`config.mk`:
```
export PLATFORM = sky130hd
export DESIGN_NAME = midi_running_status_parser_thru_core
export DESIGN_NICKNAME = d
export VERILOG_FILES = /design/src/rtl/mrsp_pkg.sv /design/src/rtl/mrsp_front.sv /design/src/rtl/mrsp_queue.sv /design/src/rtl/mrsp_back.sv /design/src/rtl/midi_running_status_parser_thru_core.sv
export SDC_FILE = /design/constraint.sdc
export NUM_CORES = 1
export LEC_CHECK = 0
export BUFFER_PORTS_ARGS = -buffer_cell sky130_fd_sc_hd__buf_2
export CORE_UTILIZATION = 60
export DETAILED_ROUTE_END_ITERATION = 6
export HOLD_SLACK_MARGIN = 0.05
export MAX_ROUTING_LAYER = met4
export PLACE_DENSITY = 0.81
export SKIP_CTS_REPAIR_TIMING = 1
export SLEW_MARGIN = 40
export SYNTH_ARGS = -nofsm -noshare
export SYNTH_HDL_FRONTEND = slang
export SYNTH_SLANG_ARGS = --single-unit
```
`constraint.sdc`:
```
create_clock -name clk -period 6.95 [get_ports clk]
set_clock_uncertainty 0.2 [all_clocks]
set_input_delay 0.695 -clock clk [delete_from_list [all_inputs] [get_ports clk]]
set_output_delay 0.695 -clock clk [all_outputs]
set_load 0.02 [all_outputs]
```
`src/rtl/mrsp_pkg.sv`:
```
// ----------------------------------------------------------------------------
// MIDI running status parser package
// Shared types and byte codes for the parser front end, job queue and
// result sequencer.
// ----------------------------------------------------------------------------
package mrsp_pkg;

  // Byte classes.
  localparam logic [7:0] REALTIME_MIN = 8'hF8;
  localparam logic [7:0] SYSCOM_MIN   = 8'hF0;

  // High nibbles of channel status bytes.
  localparam logic [3:0] HI_NOTE_OFF  = 4'h8;
  localparam logic [3:0] HI_NOTE_ON   = 4'h9;
  localparam logic [3:0] HI_POLY_AT   = 4'hA;
  localparam logic [3:0] HI_CTRL      = 4'hB;
  localparam logic [3:0] HI_PROGRAM   = 4'hC;
  localparam logic [3:0] HI_CHAN_PRES = 4'hD;
  localparam logic [3:0] HI_PITCH     = 4'hE;

  // Result kinds.
  localparam logic KIND_EVENT = 1'b0;
  localparam logic KIND_THRU  = 1'b1;

  // Job queue between front end and sequencer.
  localparam int Q_DEPTH = 2;
  localparam int Q_AW    = $clog2(Q_DEPTH);

  // One completed message: the event plus how its thru bytes look.
  typedef struct packed {
    logic [7:0] status;
    logic [6:0] data_first;
    logic [6:0] data_second;
    logic       thru_hdr;    // emit the status (or real-time) byte as thru
    logic [1:0] thru_ndata;  // thru data bytes that follow, 0 to 2
  } job_t;

endpackage

```
`src/rtl/mrsp_front.sv`:
```
// ----------------------------------------------------------------------------
// MIDI parser front end
// Tracks running status per stream, pairs data bytes and decides the thru
// encoding of each completed message, then hands a job to the queue.
// ----------------------------------------------------------------------------
module mrsp_front #(
  parameter int STREAMS  = 2,
  parameter int TX_DEPTH = 64
) (
  input  logic            clk,
  input  logic            rst_n,
  input  logic            accept,
  input  logic [7:0]      rx_byte,
  input  logic            stream,
  input  logic [6:0]      tx_free,
  input  logic            cfg_wr_en,
  input  logic            cfg_wr_data,
  output logic            push,
  output mrsp_pkg::job_t  push_job
);

  localparam int SW = (STREAMS > 1) ? $clog2(STREAMS) : 1;
  localparam bit MULTI = (STREAMS > 1);

  logic [7:0] rs_r [STREAMS];
  logic       hf_r [STREAMS];
  logic [6:0] fd_r [STREAMS];
  logic [7:0] txrs_r;
  logic       thru_dis_r;

  logic [SW-1:0] idx;
  logic          stream_ok;
  logic          go;
  logic [7:0]    rs;
  logic [3:0]    hi;
  logic          one_data;
  logic          two_data;
  logic          q_empty;
  logic [1:0]    need;
  logic          room;

  logic          set_rs;
  logic [7:0]    rs_nxt;
  logic          set_hf;
  logic          hf_nxt;
  logic          set_fd;
  logic          set_txrs;

  assign idx       = SW'(stream);
  assign stream_ok = MULTI || (stream == 1'b0);
  assign go        = accept && stream_ok;
  assign rs        = rs_r[idx];
  assign hi        = rs[7:4];
  assign q_empty   = {2'b00, tx_free} >= 9'(TX_DEPTH);

  always_comb begin
    one_data = 1'b0;
    two_data = 1'b0;
    case (hi)
      mrsp_pkg::HI_PROGRAM, mrsp_pkg::HI_CHAN_PRES: one_data = 1'b1;
      mrsp_pkg::HI_NOTE_OFF, mrsp_pkg::HI_NOTE_ON, mrsp_pkg::HI_POLY_AT,
      mrsp_pkg::HI_CTRL, mrsp_pkg::HI_PITCH: two_data = 1'b1;
      default: ;
    endcase
  end

  always_comb begin
    push                 = 1'b0;
    push_job.status      = rs;
    push_job.data_first  = 7'd0;
    push_job.data_second = 7'd0;
    push_job.thru_hdr    = 1'b0;
    push_job.thru_ndata  = 2'd0;
    need                 = 2'd1;
    set_rs               = 1'b0;
    rs_nxt               = 8'd0;
    set_hf               = 1'b0;
    hf_nxt               = 1'b0;
    set_fd               = 1'b0;
    set_txrs             = 1'b0;

    if (rx_byte[7]) begin
      if (rx_byte >= mrsp_pkg::REALTIME_MIN) begin
        push            = 1'b1;
        push_job.status = rx_byte;
        need            = 2'd1;
      end else begin
        // Channel status starts a new running status; system common clears it.
        set_rs = 1'b1;
        set_hf = 1'b1;
        rs_nxt = (rx_byte < mrsp_pkg::SYSCOM_MIN) ? rx_byte : 8'd0;
      end
    end else if (!hf_r[idx]) begin
      if (one_data) begin
        push                = 1'b1;
        push_job.data_first = rx_byte[6:0];
        need                = 2'd2;
      end else begin
        set_fd = 1'b1;
        set_hf = 1'b1;
        hf_nxt = 1'b1;
      end
    end else begin
      set_hf = 1'b1;
      if (two_data) begin
        push                 = 1'b1;
        push_job.data_first  = fd_r[idx];
        push_job.data_second = rx_byte[6:0];
        need                 = 2'd3;
      end
    end

    // The status slot is counted even when running status omits it.
    room = !thru_dis_r && ({5'd0, need} <= tx_free);
    if (room) begin
      if (need == 2'd1) begin
        push_job.thru_hdr = 1'b1;
      end else begin
        push_job.thru_hdr   = q_empty || (txrs_r != rs);
        push_job.thru_ndata = need - 2'd1;
        set_txrs            = push_job.thru_hdr;
      end
    end
    push = push && go;
  end

  always_ff @(posedge clk) begin
    if (!rst_n) begin
      for (int i = 0; i < STREAMS; i++) begin
        rs_r[i] <= 8'd0;
        hf_r[i] <= 1'b0;
      end
      txrs_r     <= 8'd0;
      thru_dis_r <= 1'b0;
    end else begin
      if (cfg_wr_en) begin
        thru_dis_r <= cfg_wr_data;
      end
      if (go) begin
        if (set_rs) begin
          rs_r[idx] <= rs_nxt;
        end
        if (set_hf) begin
          hf_r[idx] <= hf_nxt;
        end
        if (set_fd) begin
          fd_r[idx] <= rx_byte[6:0];
        end
        if (push && set_txrs) begin
          txrs_r <= rs;
        end
      end
    end
  end

endmodule

```
`src/rtl/mrsp_queue.sv`:
```
// ----------------------------------------------------------------------------
// MIDI parser job queue
// Short FIFO of completed messages between the front end and the sequencer.
// ----------------------------------------------------------------------------
module mrsp_queue (
  input  logic            clk,
  input  logic            rst_n,
  input  logic            push,
  input  mrsp_pkg::job_t  push_job,
  input  logic            pop,
  output logic            full,
  output logic            not_empty,
  output mrsp_pkg::job_t  head
);

  mrsp_pkg::job_t             mem_r [mrsp_pkg::Q_DEPTH];
  logic [mrsp_pkg::Q_AW-1:0]  wp_r;
  logic [mrsp_pkg::Q_AW-1:0]  rp_r;
  logic [mrsp_pkg::Q_AW:0]    cnt_r;
  logic [mrsp_pkg::Q_AW:0]    cnt_nxt;

  assign full      = (cnt_r == (mrsp_pkg::Q_AW + 1)'(mrsp_pkg::Q_DEPTH));
  assign not_empty = (cnt_r != '0);
  assign head      = mem_r[rp_r];

  always_comb begin
    cnt_nxt = cnt_r;
    if (push && !pop) begin
      cnt_nxt = cnt_r + 1'b1;
    end else if (pop && !push) begin
      cnt_nxt = cnt_r - 1'b1;
    end
  end

  always_ff @(posedge clk) begin
    if (!rst_n) begin
      wp_r  <= '0;
      rp_r  <= '0;
      cnt_r <= '0;
    end else begin
      cnt_r <= cnt_nxt;
      if (push) begin
        wp_r <= (wp_r == mrsp_pkg::Q_AW'(mrsp_pkg::Q_DEPTH - 1)) ? '0 : wp_r + 1'b1;
      end
      if (pop) begin
        rp_r <= (rp_r == mrsp_pkg::Q_AW'(mrsp_pkg::Q_DEPTH - 1)) ? '0 : rp_r + 1'b1;
      end
    end
  end

  always_ff @(posedge clk) begin
    if (push) begin
      mem_r[wp_r] <= push_job;
    end
  end

endmodule

```
`src/rtl/mrsp_back.sv`:
```
// ----------------------------------------------------------------------------
// MIDI parser result sequencer
// Expands each queued job into its event and thru results, one per cycle while
// out_stall is low, into a registered output stage.
// ----------------------------------------------------------------------------
module mrsp_back (
  input  logic            clk,
  input  logic            rst_n,
  input  logic            job_valid,
  input  mrsp_pkg::job_t  job,
  output logic            pop,
  output logic            out_valid,
  input  logic            out_stall,
  output logic            out_kind,
  output logic [7:0]      out_status,
  output logic [6:0]      out_data_first,
  output logic [6:0]      out_data_second,
  output logic [7:0]      out_thru_byte,
  output logic            out_last
);

  logic [1:0] pos_r;
  logic       valid_r;
  logic       kind_r;
  logic [7:0] status_r;
  logic [6:0] d0_r;
  logic [6:0] d1_r;
  logic [7:0] tb_r;
  logic       last_r;

  logic       load;
  logic [2:0] total;
  logic       last;
  logic [1:0] q;
  logic [1:0] didx;
  logic [7:0] tbyte;

  assign load  = job_valid && (!valid_r || !out_stall);
  assign total = 3'd1 + {2'b00, job.thru_hdr} + {1'b0, job.thru_ndata};
  assign last  = ({1'b0, pos_r} + 3'd1) == total;
  assign pop   = load && last;

  // Position zero is the event; the thru bytes follow it.
  always_comb begin
    q     = pos_r - 2'd1;
    didx  = job.thru_hdr ? q - 2'd1 : q;
    if (job.thru_hdr && q == 2'd0) begin
      tbyte = job.status;
    end else if (didx == 2'd0) begin
      tbyte = {1'b0, job.data_first};
    end else begin
      tbyte = {1'b0, job.data_second};
    end
  end

  always_ff @(posedge clk) begin
    if (!rst_n) begin
      valid_r <= 1'b0;
      pos_r   <= 2'd0;
    end else begin
      if (load) begin
        valid_r <= 1'b1;
        pos_r   <= last ? 2'd0 : pos_r + 2'd1;
      end else if (!out_stall) begin
        valid_r <= 1'b0;
      end
    end
  end

  always_ff @(posedge clk) begin
    if (load) begin
      last_r <= last;
      if (pos_r == 2'd0) begin
        kind_r   <= mrsp_pkg::KIND_EVENT;
        status_r <= job.status;
        d0_r     <= job.data_first;
        d1_r     <= job.data_second;
        tb_r     <= 8'd0;
      end else begin
        kind_r   <= mrsp_pkg::KIND_THRU;
        status_r <= 8'd0;
        d0_r     <= 7'd0;
        d1_r     <= 7'd0;
        tb_r     <= tbyte;
      end
    end
  end

  assign out_valid       = valid_r;
  assign out_kind        = kind_r;
  assign out_status      = status_r;
  assign out_data_first  = d0_r;
  assign out_data_second = d1_r;
  assign out_thru_byte   = tb_r;
  assign out_last        = last_r;

endmodule

```
`src/rtl/midi_running_status_parser_thru_core.sv`:
```
// ----------------------------------------------------------------------------
// MIDI running status parser with thru
// Parses MIDI bytes from several streams into message events and re-encodes
// them as thru bytes with a shared transmit running status.
//
//   Channel  Direction  Handshake            Payload
//   in_      input      in_valid / in_stall   rx_byte, stream, tx_free
//   out_     output     out_valid / out_stall kind, status, data, thru byte, last
//   cfg_     input      cfg_wr_en             cfg_wr_data (thru disable)
//
// A byte is taken every cycle while the job queue has room; it produces up
// to four results, delivered one per cycle by the sequencer while out_stall
// is low; a byte that completes no message yields none. The first result of a
// byte is registered in the job queue and then in the sequencer output stage.
// Reset is synchronous and clears all running status and the thru setting.
// out_stall holds the output register; input stalls only once the job queue
// is full.
// ----------------------------------------------------------------------------
module midi_running_status_parser_thru_core #(
  parameter int STREAMS  = 2,
  parameter int TX_DEPTH = 64
) (
  input  logic       clk,
  input  logic       rst_n,
  input  logic       in_valid,
  output logic       in_stall,
  input  logic [7:0] in_rx_byte,
  input  logic       in_stream,
  input  logic [6:0] in_tx_free,
  output logic       out_valid,
  input  logic       out_stall,
  output logic       out_kind,
  output logic [7:0] out_status,
  output logic [6:0] out_data_first,
  output logic [6:0] out_data_second,
  output logic [7:0] out_thru_byte,
  output logic       out_last,
  input  logic       cfg_wr_en,
  input  logic       cfg_wr_data
);

  logic           q_full;
  logic           q_not_empty;
  logic           push;
  logic           pop;
  mrsp_pkg::job_t push_job;
  mrsp_pkg::job_t head;

  assign in_stall = q_full;

  mrsp_front #(
    .STREAMS  (STREAMS),
    .TX_DEPTH (TX_DEPTH)
  ) u_front (
    .clk         (clk),
    .rst_n       (rst_n),
    .accept      (in_valid && !q_full),
    .rx_byte     (in_rx_byte),
    .stream      (in_stream),
    .tx_free     (in_tx_free),
    .cfg_wr_en   (cfg_wr_en),
    .cfg_wr_data (cfg_wr_data),
    .push        (push),
    .push_job    (push_job)
  );

  mrsp_queue u_queue (
    .clk       (clk),
    .rst_n     (rst_n),
    .push      (push),
    .push_job  (push_job),
    .pop       (pop),
    .full      (q_full),
    .not_empty (q_not_empty),
    .head      (head)
  );

  mrsp_back u_back (
    .clk             (clk),
    .rst_n           (rst_n),
    .job_valid       (q_not_empty),
    .job             (head),
    .pop             (pop),
    .out_valid       (out_valid),
    .out_stall       (out_stall),
    .out_kind        (out_kind),
    .out_status      (out_status),
    .out_data_first  (out_data_first),
    .out_data_second (out_data_second),
    .out_thru_byte   (out_thru_byte),
    .out_last        (out_last)
  );

endmodule

```
After elaboration in Yosys (flattened, before gate mapping)
Memories as Yosys holds them, arrays and structs flattened. A register that Yosys moved wholly into a read port is not among the register bits. Index checks and enable logic that the tools add are counted.

Add/sub/neg operators: 11. Multipliers: 0. Div/mod/pow operators: 0. Magnitude comparators: 4. Eq/ne operators: 12. Shifts and indexed selects: 0. Mux-type cells: 67. Bitwise logic cells: 0. Reduce and logical (&&, ||, !) cells: 27.

Operators by type and width (count): $mux 8 (7); $mux 1 (44); $eq 4x4->1 const B (7); $mux 14 (2); $mux 7 (4); $mux 2 (9); $logic_and 1x1->1 (9); $ge 8x8->1 const B (1); $lt 8x8->1 const B (1); $ne 8x8->1 (1); $reduce_or 8->1 (1); $sub 2x1->2 const B (4); $ge 7x7->1 const B (1); $le 2x7->1 (1); $logic_not 1->1 (6); $logic_not 2->1 (3); $reduce_or 5->1 (1); $add 2x1->2 const B (2); $reduce_bool 2->1 (2); $add 2x1->3 const B (1); $add 3x2->3 (1); $eq 3x3->1 (1); $mux 3 (1); $add 1x1->1 const B (2); 8 further kinds (9).

Register bits: 48. Bits in latches: 0. Memory bits (writable): 82. Memory bits (read-only): 0. Input port bits: 22. Output and inout bits: 34. Memories: 4.

Memory list: u_queue.mem_r (depth 2, bits a word 25, rd ports 1, clocked after Yosys merged registers in 1, wr ports 1, line mrsp_queue.sv:16) `mrsp_pkg::job_t mem_r [mrsp_pkg::Q_DEPTH];`; u_front.rs_r (depth 2, bits a word 8, rd ports 1, clocked after Yosys merged registers in 0, wr ports 2, line mrsp_front.sv:25) `logic [7:0] rs_r [STREAMS];`; u_front.fd_r (depth 2, bits a word 7, rd ports 1, clocked after Yosys merged registers in 0, wr ports 1, line mrsp_front.sv:27) `logic [6:0] fd_r [STREAMS];`; u_front.hf_r (depth 2, bits a word 1, rd ports 1, clocked after Yosys merged registers in 0, wr ports 2, line mrsp_front.sv:26) `logic hf_r [STREAMS];`.

Longest topological paths before layout
An unclocked memory read counts as a cell.

Depth after elaboration: 13. Gate-level depth with buffers: 15. Gate-level depth less buffers: 13.

Modules after synthesis
Synthesis repeated with hierarchy kept, for this count alone.

Cell total of the unflattened synthesis: 428. Area total of the unflattened synthesis: 5784.3 µm².

Modules (own cells, without submodules): mrsp_front (instances 1, cells an instance 205, area an instance 2142.1 µm², seq. area each 1121.1 µm²); mrsp_queue (instances 1, cells an instance 100, area an instance 2024.4 µm², seq. area each 1601.5 µm²); mrsp_back (instances 1, cells an instance 122, area an instance 1604.0 µm², seq. area each 1021.0 µm²); midi_running_status_parser_thru_core (instances 1, cells an instance 1, area an instance 13.8 µm², seq. area each 0.0 µm²).

Worst setup path before layout
No wires, ideal clock.

Kind: register to register. Start point: register with a tool-made name. End point: register u_queue.cnt_r[1] (netlist name). Setup time: 0.071 ns. Data arrival time: 3.933 ns. Required time: 6.679 ns. Setup slack: 2.746 ns. Stages on the path, launching flop included: 13. Buffers on the path: 3. Period minus slack after synthesis: 4.204 ns. Path through: dfxtp_1 -> clkbuf_1 -> clkbuf_1 -> clkbuf_1 -> mux2_2 -> ha_1 -> fa_1 -> xor2_1 -> nor3_1 -> nand2_1 -> ha_1 -> or3_1 -> a21oi_1.

RTL lines: end signal: assignment (line mrsp_queue.sv:41) `cnt_r <= cnt_nxt;`; end: declaration (line mrsp_queue.sv:19) `logic [mrsp_pkg::Q_AW:0] cnt_r;`.

Worst setup path in the final report
Start point: input port in_stream. End point: register u_front.txrs_r[3].

Word-level cells in the longest chain between the ends: 12. Elaborated cells between the ends (all ways): 31. Classes of those cells: order compare (1); eq/ne (9); mux (12); reduce/logical (7); memory (2).

RTL lines: start: declaration (line midi_running_status_parser_thru_core.sv:28) `input logic in_stream,`; $mem_v2 2x8; $eq 4x4->1 (line mrsp_front.sv:59) `case (hi)`; $reduce_or 5->1 or $reduce_or 2->1 (tied branches) (line mrsp_front.sv:59); $mux 1 (line mrsp_front.sv:59); $mux 2 (on tied branches) (line mrsp_front.sv:105, mrsp_front.sv:94); $mux 2 (line mrsp_front.sv:93) `end else if (!hf_r[idx]) begin`; $mux 2 (line mrsp_front.sv:82) `if (rx_byte[7]) begin`; $le 2x7->1 or $eq 2x1->1 (tied branches) (line mrsp_front.sv:114, mrsp_front.sv:116); $logic_and 1x1->1 or $mux 1 (tied branches) (line mrsp_front.sv:114, mrsp_front.sv:116); $mux 1 (line mrsp_front.sv:115) `if (room) begin`; $logic_and 1x1->1 (line mrsp_front.sv:149) `if (push && set_txrs) begin`; $reduce_and 2->1 (no source line); end signal: assignment (line mrsp_front.sv:150) `txrs_r <= rs;`; end: declaration (line mrsp_front.sv:28) `logic [7:0] txrs_r;`.

Parallel ways exist; a longest one is shown, timed or not. A chain may end at the register's enable or synchronous reset.

==> results_dict.tcl <==
set metrics [dict create \
    cts-root-buf "clkbuf_8" \
    via_per_inst 5.599 \
    grt_max_degree 34 \
    timing.rr.end "u_queue.cnt_r[1]$_SDFFE_PN0P_" \
    n_antenna_cell 0 \
    cts.path.max_buffers 2 \
    gp_congestion 0.8598 \
    holdCritPathClass "primary input to flip-flop" \
    status "finished clean" \
    powerDensity_nw_per_um2 334.9 \
    cts_made_buffers 17 \
    h-tree-depth 4 \
    totalWireLength_um 9960 \
    path_clk_slew_ps 60 \
    dp_hpwl_um 6794 \
    tns_ps 0 \
    gr-usage-met1_pct 27.18 \
    busiest_layer "met2" \
    reg2reg_depth 10 \
    drive_gt1_share_pct 24.02 \
    holdPathStages 3 \
    grt_antenna_before_repair 0 \
    route.detailed.wl_per_inst_um 16.66 \
    cp-end-kind "flip-flop" \
    ys.flop_type "edfxtp_1" \
    clock-sinks 131 \
    cp_max_fo 18 \
    period_share_pct 56.81 \
    synth_top_area_cell "edfxtp_1" \
    tritoncts "yes" \
    tightest_slew_ps 783.2 \
    port-buffer-count 55 \
    async_reset_ff_share_pct 0 \
    use_met3_pct 6.887 \
    synthDistinctLibCells 43 \
    vias 3348 \
    slew_violations 0 \
    peakVddDrop_mv 0.1900 \
    critPathLaunchType "primary input" \
    leakagePower_nw 2.544 \
    dp_cells 566 \
    slowest_stage "nor3_1" \
    track_usage_pct 23.00 \
    path_cells "buf_2, mux2_2, o21a_1, nor3_1, nor2_1, inv_1, ha_1, a21o_1, a31oi_1, nor2b_1, nand3_4, a221oi_1" \
    ant_nets 0 \
    drt_iter0_drc 155 \
    overflow 0 \
    avgSynthCellArea_um2 13.81 \
    cp_slowest_stage_delay_ps 570 \
    hp-start "cfg_wr_data" \
    netlist_area_um2 5660 \
    seq_area_frac_synth_pct 66.14 \
    ys_top_cells_by_area "edfxtp_1, dfxtp_1, mux2i_1" \
    placementRows 35 \
    die_w_um 99.13 \
    syn_to_final_growth_pct 17.71 \
    start_util_pct 61.55 \
    syn_nets 441 \
    hold_violations 0 \
    grt_use_met2_pct 36.63 \
    yosys-top-cells-count "edfxtp_1, nor2_1, mux2i_1" \
    layout.nets 505 \
    dpl_worst_slack_ps 2561 \
    io_pins 56 \
    slew_headroom_pct 47.44 \
    first_global_vias 3368 \
    min_period_ps 3949 \
    fin_util_pct 72.45 \
    min_to "u_front.thru_dis_r$_SDFFE_PN0P_" \
    cap_violations 0 \
    rsz0062_at_grt "false" \
    yosys_register_bits 131 \
    first_pass_iters 5 \
    synth_cells 410 \
    die_h_um 99.13 \
    grt_pass1_wl_um 16160 \
    clk_latency_ps 520 \
    final-instance-count-excl-fill 598 \
    drc 0 \
    synth_warnings 0 \
    setup-violations-final 0 \
    fillers 604 \
    worstPathArrival_ps 4170 \
    max_freq_ghz 0.2533 \
    synth_top_cell_area_share_pct 59.42 \
    total_power_w 0.002231 \
    critPathRequiredTime_ps 7180 \
    yosys.cell_count.top_type "edfxtp_1" \
    r2r_slack_ps 3300 \
    dieArea_um2 9827 \
    synth-edff-count 112 \
    path_class "primary input to flip-flop" \
    setup_ws_ps 3001 \
    core_area_um2 9196 \
]
[placed cells by master, fill, tap and decap left out, types with 8 or more instances in the layout]
master     instances
edfxtp_1         112
buf_2             55
nor2_1            46
mux2i_1           36
nand2_1           35
and2_1            23
dfxtp_1           18
o21ai_0           16
clkbuf_16         16
inv_1             14
xnor2_1           10
mux2_2             8
ha_1               8
[final cells by class]
class	instances	area (µm²)	share of cell area, %
timing repair buffer	59	305.3	4.582
tap	111	138.9	2.085
sequential	131	3747	56.24
clock buffer	17	414.1	6.216
inverter	14	52.55	0.7887
multi-input combinational	251	1818	27.29
clock inverter	15	186.4	2.798
[how the worst max path moves through the flow]
stage	slack [ps]	from	depth (start not counted)	endpoint
2_1_floorplan	2750	flip-flop	12	u_queue.cnt_r[1]$_SDFFE_PN0P_
3_3_place_gp	2750	in_stream	12	u_front.txrs_r[5]$_SDFFE_PN0P_
3_5_place_dp	2560	in_stream	12	u_front.txrs_r[3]$_SDFFE_PN0P_
4_1_cts	3040	in_stream	12	u_front.txrs_r[3]$_SDFFE_PN0P_
5_1_grt	2780	in_stream	14	u_front.txrs_r[3]$_SDFFE_PN0P_
6_report	3000	in_stream	12	u_front.txrs_r[3]$_SDFFE_PN0P_
[metrics by stage]
stage                     hold slack [ps]  area, µm²
final                               221.3       6663
after global routing                207.5       6663
after CTS                           205.2       6654
after detailed placement            269.7       6053
after global placement              251.9       6045
after floorplan                     250.5       5660
[flip-flops by register name, summed over array words and instances, names as in the netlist, named ones only]
name	count
u_queue.mem_r	50
u_front.rs_r	16
u_front.fd_r	14
u_back.out_status	8
u_back.out_thru_byte	8
u_front.txrs_r	8
u_back.out_data_first	7
u_back.out_data_second	7
u_back.pos_r	2
u_front.hf_r	2
u_queue.cnt_r	2
u_back.out_kind	1
u_back.out_last	1
u_back.out_valid	1
u_front.thru_dis_r	1
u_queue.rp_r	1
u_queue.wp_r	1
[report_power, final]
part           total (W)  switching, W  internal (W)
logic           0.000348      0.000226      0.000122
registers       0.000994     0.0000366      0.000957
clock network   0.000890      0.000362      0.000528
total            0.00223      0.000624       0.00161
[cell families (layout without fill, tap and decap cells)]
logic type	after synthesis	count (layout)	synth area share [%]
simple gates	137	137	11.65
flops	131	131	66.14
mux	54	54	11.49
compound gates	35	35	4.067
buf+inv	28	105	2.056
xor+xnor	16	16	2.476
fa+ha+maj	9	9	2.122
[worst max-delay path: cells and delay by family]
family	cells	cell delay [ps]
mux	1	450
simple gates	4	1410
compound gates	4	850
buf+inv	2	510
fa+ha+maj	1	240
[metal layers]
layer	share of wire, %	up-vias	wire (µm)
li1	-	1619	-
met4	2.3	0	228
met5	0	-	0
met2	49	104	4842
met1	44	1603	4404
met3	4.9	22	486
Note: power is estimated with default switching activity, not from simulation.
